==> config.mk <==
export PLATFORM = sky130hd
export DESIGN_NAME = rc4_stream_cipher
export DESIGN_NICKNAME = d
export VERILOG_FILES = /design/src/rtl/core/rc4sc_pkg.sv /design/src/rtl/core/rc4_stream_cipher.sv
export SDC_FILE = /design/constraint.sdc
export NUM_CORES = 2
export LEC_CHECK = 0
export ABC_AREA = 0
export BUFFER_PORTS_ARGS = -buffer_cell sky130_fd_sc_hd__buf_4
export CAP_MARGIN = 20
export CORE_AREA = 2 2 417 419
export CTS_BUF_LIST = sky130_fd_sc_hd__clkbuf_16
export DETAILED_ROUTE_END_ITERATION = 6
export DIE_AREA = 0 0 419 421
export GPL_ROUTABILITY_DRIVEN = 0
export HOLD_SLACK_MARGIN = 0.03
export PLACE_DENSITY_LB_ADDON = 0.3
export SLEW_MARGIN = 10
export SYNTH_ARGS = -nofsm -noshare
export SYNTH_HDL_FRONTEND = slang
export SYNTH_SLANG_ARGS = --single-unit
==> constraint.sdc <==
create_clock -name clk -period 17.44 [get_ports clk]
set_input_delay 3.488 -clock clk [delete_from_list [all_inputs] [get_ports clk]]
set_output_delay 3.488 -clock clk [all_outputs]
set_load 0.05 [all_outputs]
==> src/rtl/core/rc4sc_pkg.sv <==
`timescale 1ns / 1ps
`default_nettype none

package rc4sc_pkg;

    localparam int unsigned DATA_W   = 8;
    localparam int unsigned SBOX_AW  = 8;
    localparam int unsigned KEY_W    = 64;
    localparam int unsigned PADDR_W  = 4;

    localparam logic [KEY_W-1:0] KEY_LOW_RST  = 64'h0709_0555_0403_4E7C;
    localparam logic [KEY_W-1:0] KEY_HIGH_RST = 64'h1117_0D17_387B_2C2D;

    // paddr[3] selects the register (byte addresses 0 and 8)
    localparam logic REG_KEY_LOW  = 1'b0;
    localparam logic REG_KEY_HIGH = 1'b1;

    typedef enum logic [9:0] {
        ST_IDLE      = 10'b00_0000_0001,
        ST_FILL      = 10'b00_0000_0010,
        ST_KS_RD_N   = 10'b00_0000_0100,
        ST_KS_RD_ACC = 10'b00_0000_1000,
        ST_KS_WR_N   = 10'b00_0001_0000,
        ST_KS_WR_ACC = 10'b00_0010_0000,
        ST_RD_I      = 10'b00_0100_0000,
        ST_RD_J      = 10'b00_1000_0000,
        ST_WR_I      = 10'b01_0000_0000,
        ST_WR_J      = 10'b10_0000_0000
    } state_t;

endpackage

`default_nettype wire

==> src/rtl/core/rc4_stream_cipher.sv <==
`timescale 1ns / 1ps
`default_nettype none

// Channel   Transfer on                       Carries
// ------    --------------------------------  ---------------------------------
// in        in_valid & in_ready               data_in, start_of_buffer
// out       out_valid & out_ready             data_out
// apb       psel & penable & pwrite & pready  pwdata -> key_low / key_high
//
// A keyed byte goes from transfer to result through read S[i], read S[j],
// write S[i], write S[j]; the single write port of the S-box sets this order.
// A key schedule adds 256 fill writes, then one swap for each index of S.
// The schedule runs on start_of_buffer, and on the first byte after reset.
// in_ready is high only in idle; a full output register holds the last step.

module rc4_stream_cipher
(
    input  wire                          clk,
    input  wire                          rst_n,
    input  wire                          in_valid,
    output logic                         in_ready,
    input  wire  [rc4sc_pkg::DATA_W-1:0] data_in,
    input  wire                          start_of_buffer,
    output logic                         out_valid,
    input  wire                          out_ready,
    output logic [rc4sc_pkg::DATA_W-1:0] data_out,
    input  wire                          psel,
    input  wire                          penable,
    input  wire                          pwrite,
    input  wire  [rc4sc_pkg::PADDR_W-1:0] paddr,
    input  wire  [rc4sc_pkg::KEY_W-1:0]  pwdata,
    output logic [rc4sc_pkg::KEY_W-1:0]  prdata,
    output logic                         pready
);

    import rc4sc_pkg::*;

    state_t               state_reg, state_next;
    logic [SBOX_AW-1:0]   cnt_reg, cnt_next;
    logic [DATA_W-1:0]    acc_reg, acc_next;
    logic [DATA_W-1:0]    i_reg, i_next;
    logic [DATA_W-1:0]    j_reg, j_next;
    logic [DATA_W-1:0]    a_reg, a_next;
    logic [DATA_W-1:0]    b_reg, b_next;
    logic [DATA_W-1:0]    t_reg, t_next;
    logic [DATA_W-1:0]    byte_reg, byte_next;
    logic                 keyed_reg, keyed_next;
    logic                 out_valid_reg, out_valid_next;
    logic [DATA_W-1:0]    data_out_reg, data_out_next;
    logic [KEY_W-1:0]     key_low_reg, key_low_next;
    logic [KEY_W-1:0]     key_high_reg, key_high_next;

    logic [DATA_W-1:0]    sbox_mem [2**SBOX_AW];
    logic                 mem_we, mem_re;
    logic [SBOX_AW-1:0]   mem_waddr, mem_raddr;
    logic [DATA_W-1:0]    mem_wdata, mem_rdata;

    logic [2*KEY_W-1:0]   key_all;
    logic [DATA_W-1:0]    key_byte;
    logic [DATA_W-1:0]    ks;
    logic                 out_free;
    logic                 cfg_wr;

    assign key_all  = {key_high_reg, key_low_reg};
    assign key_byte = key_all[{cnt_reg[3:0], 3'b000} +: DATA_W];
    assign out_free = !out_valid_reg || out_ready;
    assign cfg_wr   = psel && penable && pwrite && pready;

    assign in_ready  = (state_reg == ST_IDLE);
    assign out_valid = out_valid_reg;
    assign data_out  = data_out_reg;
    assign pready    = 1'b1;
    assign prdata    = (paddr[3] == REG_KEY_HIGH) ? key_high_reg : key_low_reg;

    // swap order is S[i]=b then S[j]=a, so a hit on j wins
    always_comb
    begin
        if (t_reg == j_reg)
            ks = a_reg;
        else if (t_reg == i_reg)
            ks = b_reg;
        else
            ks = mem_rdata;
    end

    always_ff @(posedge clk)
    begin
        if (mem_we)
            sbox_mem[mem_waddr] <= mem_wdata;
        if (mem_re)
            mem_rdata <= sbox_mem[mem_raddr];
    end

    always_comb
    begin
        state_next     = state_reg;
        cnt_next       = cnt_reg;
        acc_next       = acc_reg;
        i_next         = i_reg;
        j_next         = j_reg;
        a_next         = a_reg;
        b_next         = b_reg;
        t_next         = t_reg;
        byte_next      = byte_reg;
        keyed_next     = keyed_reg;
        out_valid_next = out_valid_reg;
        data_out_next  = data_out_reg;
        key_low_next   = key_low_reg;
        key_high_next  = key_high_reg;
        mem_we         = 1'b0;
        mem_re         = 1'b0;
        mem_waddr      = cnt_reg;
        mem_wdata      = cnt_reg;
        mem_raddr      = cnt_reg;

        if (out_valid_reg && out_ready)
            out_valid_next = 1'b0;

        if (cfg_wr)
        begin
            if (paddr[3] == REG_KEY_HIGH)
                key_high_next = pwdata;
            else
                key_low_next = pwdata;
        end

        unique case (state_reg)
            ST_IDLE:
            begin
                if (in_valid)
                begin
                    byte_next = data_in;
                    if (start_of_buffer || !keyed_reg)
                    begin
                        cnt_next   = '0;
                        state_next = ST_FILL;
                    end
                    else
                        state_next = ST_RD_I;
                end
            end
            ST_FILL:
            begin
                mem_we   = 1'b1;
                cnt_next = cnt_reg + 1'b1;
                if (cnt_reg == '1)
                begin
                    acc_next   = '0;
                    state_next = ST_KS_RD_N;
                end
            end
            ST_KS_RD_N:
            begin
                mem_re     = 1'b1;
                state_next = ST_KS_RD_ACC;
            end
            ST_KS_RD_ACC:
            begin
                a_next     = mem_rdata;
                acc_next   = acc_reg + mem_rdata + key_byte;
                mem_re     = 1'b1;
                mem_raddr  = acc_next;
                state_next = ST_KS_WR_N;
            end
            ST_KS_WR_N:
            begin
                mem_we     = 1'b1;
                mem_wdata  = mem_rdata;
                state_next = ST_KS_WR_ACC;
            end
            ST_KS_WR_ACC:
            begin
                mem_we    = 1'b1;
                mem_waddr = acc_reg;
                mem_wdata = a_reg;
                cnt_next  = cnt_reg + 1'b1;
                if (cnt_reg == '1)
                begin
                    i_next     = '0;
                    j_next     = '0;
                    keyed_next = 1'b1;
                    state_next = ST_RD_I;
                end
                else
                    state_next = ST_KS_RD_N;
            end
            ST_RD_I:
            begin
                i_next     = i_reg + 1'b1;
                mem_re     = 1'b1;
                mem_raddr  = i_next;
                state_next = ST_RD_J;
            end
            ST_RD_J:
            begin
                a_next     = mem_rdata;
                j_next     = j_reg + mem_rdata;
                mem_re     = 1'b1;
                mem_raddr  = j_next;
                state_next = ST_WR_I;
            end
            ST_WR_I:
            begin
                b_next     = mem_rdata;
                mem_we     = 1'b1;
                mem_waddr  = i_reg;
                mem_wdata  = mem_rdata;
                t_next     = a_reg + mem_rdata;
                mem_re     = 1'b1;
                mem_raddr  = t_next;
                state_next = ST_WR_J;
            end
            ST_WR_J:
            begin
                // rewrite while stalled is harmless, read data holds
                mem_we    = 1'b1;
                mem_waddr = j_reg;
                mem_wdata = a_reg;
                if (out_free)
                begin
                    out_valid_next = 1'b1;
                    data_out_next  = byte_reg ^ ks;
                    state_next     = ST_IDLE;
                end
            end
            default:
            begin
                state_next = ST_IDLE;
            end
        endcase
    end

    always_ff @(posedge clk or negedge rst_n)
    begin
        if (!rst_n)
        begin
            state_reg     <= ST_IDLE;
            keyed_reg     <= 1'b0;
            out_valid_reg <= 1'b0;
            key_low_reg   <= KEY_LOW_RST;
            key_high_reg  <= KEY_HIGH_RST;
            i_reg         <= '0;
            j_reg         <= '0;
            cnt_reg       <= '0;
        end
        else
        begin
            state_reg     <= state_next;
            keyed_reg     <= keyed_next;
            out_valid_reg <= out_valid_next;
            key_low_reg   <= key_low_next;
            key_high_reg  <= key_high_next;
            i_reg         <= i_next;
            j_reg         <= j_next;
            cnt_reg       <= cnt_next;
        end
    end

    always_ff @(posedge clk)
    begin
        acc_reg      <= acc_next;
        a_reg        <= a_next;
        b_reg        <= b_next;
        t_reg        <= t_next;
        byte_reg     <= byte_next;
        data_out_reg <= data_out_next;
    end

    a_keyed_sticky: assert property (@(posedge clk) disable iff (!rst_n)
        keyed_reg |=> keyed_reg)
        else $error("keyed flag dropped");

    a_stream_keyed: assert property (@(posedge clk) disable iff (!rst_n)
        (state_reg == ST_RD_I) |-> keyed_reg)
        else $error("stream step on unkeyed S-box");

    a_out_from_wrj: assert property (@(posedge clk) disable iff (!rst_n)
        $rose(out_valid_reg) |-> $past(state_reg == ST_WR_J))
        else $error("result without a finished byte");

    a_swap_from_zero: assert property (@(posedge clk) disable iff (!rst_n)
        (state_reg == ST_KS_RD_N && $past(state_reg == ST_FILL)) |->
            (cnt_reg == '0 && acc_reg == '0))
        else $error("key schedule did not start at zero");

    a_no_overwrite: assert property (@(posedge clk) disable iff (!rst_n)
        (out_valid_reg && !out_ready) |=> (out_valid_reg && $stable(data_out_reg)))
        else $error("pending result overwritten");

endmodule

`default_nettype wire
---- Yosys cells after proc, flatten, opt, wreduce, memory -nomap -nowiden ----
Memories as Yosys holds them, arrays and structs flattened. A register that Yosys moved wholly into a read port is not among the register bits.
Cells that the tools add are included.
storage, ports and cells
  bits in registers ....................... 212
  memories kept ........................... 1
  bits in writable memories ............... 2048
  logic and storage cells ................. 95
memory list
  memory    depth  bits a word  read ports  clocked after Yosys merged registers in  write ports  RTL line                 text
  sbox_mem  256    8            1           1                                        1            rc4_stream_cipher.sv:53  logic [DATA_W-1:0] sbox_mem [2**SBOX_AW];
cells by class
  mux-type cells .......................... 26
  reduce and logical (&&, ||, !) cells .... 27
  shift-type cells ........................ 1
  equality and inequality tests ........... 18
  add/subtract/negate cells ............... 6
  bitwise logic cells ..................... 2
operators by type and width
  cell                                             number
  indexed part select 128 x 8 -> 8 bit             1
  one-hot mux 10 bit (10 select lines)             1
  one-hot mux 8 bit (2 select lines)               5
  two-way mux 64 bit                               1
  two-way mux 8 bit                                5
  adder 8 bit                                      4
  one-hot mux 8 bit (4 select lines)               1
  two-way mux 10 bit                               3
  one-hot mux 8 bit (3 select lines)               1
  adder 8 x 1 -> 8 bit (second input constant)     2
  == test 8 bit                                    2
  AND reduction 2 bit                              8
  two-way mux 7 bit                                2
  == test 10 x 1 -> 1 bit (second input constant)  1
  == test 10 bit (second input constant)           1
  == test 10 x 2 -> 1 bit (second input constant)  1
  == test 10 x 3 -> 1 bit (second input constant)  1
  == test 10 x 4 -> 1 bit (second input constant)  1
  == test 10 x 5 -> 1 bit (second input constant)  1
  == test 10 x 6 -> 1 bit (second input constant)  1
  == test 10 x 7 -> 1 bit (second input constant)  1
  == test 10 x 8 -> 1 bit (second input constant)  1
  == test 10 x 9 -> 1 bit (second input constant)  1
  OR reduction 5 bit                               2
  other kinds (12)                                 32

---- Depth between registers and ports, before layout ----
  depth in word-level cells ............... 5
  mapped depth ............................ 24

---- Least setup slack after synthesis ----
OpenSTA, ideal clock, no wires.
  path type ............................... input to output
  start ................................... input port paddr[3] in the netlist's numbering
  end ..................................... output port prdata[10] in the netlist's numbering
  arrival ................................. 4.624 ns
  buffers on the path ..................... 2
  stages .................................. 3
  path slack .............................. 9.328 ns
  data required time ...................... 13.952 ns
  cells stage by stage .................... clkbuf_1 clkbuf_1 mux2_2
on the way
  cells in the longest elaborated chain, start to end .. 1
RTL lines
  what                RTL line                 text
  start, declared     rc4_stream_cipher.sv:30  input wire [rc4sc_pkg::PADDR_W-1:0] paddr,
  two-way mux 64 bit  rc4_stream_cipher.sv:73  assign prdata = (paddr[3] == REG_KEY_HIGH) ? key_high_reg : key_low_reg;
  end, declared       rc4_stream_cipher.sv:32  output logic [rc4sc_pkg::KEY_W-1:0] prdata,
Every way passes these cells.

---- Worst setup path in the final report ----
  start ................................... register cnt_reg[0]
  end ..................................... register mem_rdata[6] (read register of sbox_mem), data pin
on the way
  cells in the longest elaborated chain, start to end .. 3
RTL lines
  what                                  RTL line                  text
  start, declared                       rc4_stream_cipher.sv:39   logic [SBOX_AW-1:0] cnt_reg, cnt_next;
  start signal, assigned                rc4_stream_cipher.sv:255  cnt_reg <= cnt_next;
  indexed part select 128 x 8 -> 8 bit  rc4_stream_cipher.sv:65   assign key_byte = key_all[{cnt_reg[3:0], 3'b000} +: DATA_W];
  adder 8 bit                           rc4_stream_cipher.sv:160  acc_next = acc_reg + mem_rdata + key_byte;
  one-hot mux 8 bit (4 select lines) *  rc4_stream_cipher.sv:127  unique case (state_reg)
  end, declared                         rc4_stream_cipher.sv:56   logic [DATA_W-1:0] mem_wdata, mem_rdata;
Mark *: on every way between the ends. The rest lies on a longest branch, timed or not.
A chain may end at the register's enable or synchronous reset.

==> metrics.cfg <==
[clocking]
clock_sinks=2268
cts_tree=done
clk_latency_ns=0.86
numCtsBuffers=220
htree_levels=4
cts_setup_buffers=0
ctsHoldBuffers=0
post_cts_resized=0
clockRootBuffer=clkbuf_16
cts.clk_slew.worst_paths_ns=0.06
cts_buffer_depth=3

[synthesis]
yosysMostFrequentCell=edfxtp_1
synth_top_cells_by_count=edfxtp_1, nand2_1, nor2_1
synth_edf_count=2104
synthCells=6728
yosysSeqAreaShare=0.717
async_flop_share=0.0723
ys_warn_count=0
syn-mean-instance-area_sq_um=14.0
synth_top_flop_cell=edfxtp_1
ys_ff_latch=2268
ys_types=91
synth_top_cell_by_area=edfxtp_1
synth_area_leaders=edfxtp_1, nand2_1, mux2i_1, dfrtp_1, mux2_2
synthDominantCellAreaShare=0.672
netlist_area_sq_um=94000
synth_fp_nets=6844

[power]
power.leakage_nw=36.5
worst_ir_drop_vdd_v=0.000118
pwr_density_cell_nw_per_um2=137

[sta]
drv_slew=0
hold_ws_ns=0.473
min_period_ns=8.98
finalHoldViolCount=0
setup_viol=0
tightest_slew_ns=1.43
slew_headroom=0.0357
fin_crit_sh=0.515
fin_skew_ns=0.0454
finalSetupTns_ns=0
fmax_mhz=111
rsz0062_at_grt=false
fin_ws_ns=8.46

[critical_path]
worstSetupEndpointType=flip-flop
rrSetupSlack_ns=8.46
cp_data_arrival_time_ns=9.67
cp.required_ns=18.13
start_kind=flip-flop
cp_max_fo=47
critPathKind=reg2reg

[min_path]
hold_path.class=reg2reg

[drt]
routed_wl_um=261000
route.met2.wl_um=120000
route.detailed.drc=2
detail_route.wl_per_cell_um=28.2
drt-pass1-iter-count=7
top_layer_used=met5
vias=60044
met3_length_um=31600
drt_iter0_markers=8967
drt-met1-wl_um=98500
viasPerCell=6.48
ant_nets=0

[final_layout]
fillCellCount=12793
multi_input_area_sq_um=24500
drive_above_1_share=0.133
final_cells=9266
largest_reg_flops=2048
syn_to_final_growth_pct=10.8
final_nets=6876
ff_latch_area_sq_um=67400
final_util=0.604

[die]
rows=153
die_area_sq_um=176000
initial_core_util=0.545
die_h_um=421
core_area_sq_um=172000
io_pins=159
die_x_um=419

[global_route]
grt-ovfl-total=0
grt_pass1_vias=57211
antenna_found_initial=9
grt_usage=0.291
grt_pass1_wl_um=380000
grt_max_degree=225

[place]
dp.cells=8858
dpl.hpwl_um=151000
portBuffers=154
pre_cts_ws_ns=8.58

[run]
maxCapViolCount=0

[run_status]
violations=design-rule violations
outcome=finished, violations left

cells by family (layout without fill, tap and decap cells):
logic type / after synthesis / count (layout) / share of synthesized area
compound gates: 1081 / 1081 / 0.0772
xor+xnor: 50 / 50 / 0.00466
fa+ha+maj: 32 / 32 / 0.00506
buf+inv: 495 / 702 / 0.0243
flops: 2268 / 2268 / 0.717
mux: 565 / 565 / 0.0682
other cells: 1 / 7 / 0.0000399
simple gates: 2236 / 2236 / 0.104
report_power, final:
group | total, mW | switching, mW | internal, mW | leakage (nW)
Clock | 4.55 | 2.04 | 2.51 | 3.59
Combinational | 3.52 | 2.42 | 1.10 | 11.5
Sequential | 6.22 | 0.0584 | 6.16 | 21.4
critical path, cell delays in order (launching register included):
cell and delay (ns):
dfrtp_2 0.34, buf_4 0.61, mux4_2 0.61, mux4_2 0.51, inv_1 0.08, fa_1 0.40, inv_1 0.08, ha_1 0.23
nor4bb_1 0.15, o311ai_1 0.53, nand2_1 0.25, nor2_4 0.44, buf_4 0.67, buf_4 0.63, buf_4 0.57, nand2_1 0.11
a311oi_1 0.41, a2111oi_0 0.17, nor4_1 0.76, nor4_1 0.23, a21oi_1 0.57, and3_1 0.35
layer usage:
metal,global-route usage,vias to the layer above
li1,-,25643
met4,0.118,8
met2,0.447,3957
met1,0.405,29828
met5,0,-
met3,0.0651,608
placed cells by master (no fill, tap or decap), types with 172 or more instances in the layout:
master,Yosys,routed
a211oi_1,172,172
a21oi_1,217,217
a31oi_1,175,175
and3_1,196,196
buf_4,35,258
clkbuf_16,0,222
edfxtp_1,2104,2104
mux2_2,202,201
mux2i_1,323,322
nand2_1,1237,1225
nand3_1,257,254
nor2_1,344,342
cell type report:
type / instances / area share
timing repair buffer: 278 / 0.0222
clock buffer: 222 / 0.0534
sequential: 2268 / 0.647
inverter: 27 / 0.00102
antenna: 6 / 0.000144
clock inverter: 175 / 0.0128
multi-input combinational: 3965 / 0.236
tap: 2325 / 0.0279
path summary, 6_finish.rpt:
kind                                   startpoint                           end  depth (start not counted)
max                        cnt_reg[0]$_DFFE_PN0P_        mem_rdata[6]$_DFFE_PP_                         21
min                         keyed_reg$_DFFE_PN0P_         keyed_reg$_DFFE_PN0P_                          1
max reg2reg                cnt_reg[0]$_DFFE_PN0P_        mem_rdata[6]$_DFFE_PP_                         21
min reg2reg                 keyed_reg$_DFFE_PN0P_         keyed_reg$_DFFE_PN0P_                          1
max in group asynchronous                   rst_n        cnt_reg[0]$_DFFE_PN0P_                          2
min in group asynchronous                   rst_n  key_high_reg[14]$_DFFE_PN0P_                          1
stage by stage:
step | power [mW] | area [sq um]
2_1_floorplan | 8.75 | 94000
3_3_place_gp | 9.73 | 97100
3_5_place_dp | 9.79 | 97100
4_1_cts | 14.3 | 104000
5_1_grt | 14.8 | 104000
6_report | 14.3 | 104000
(Power assumes the default switching activity.)
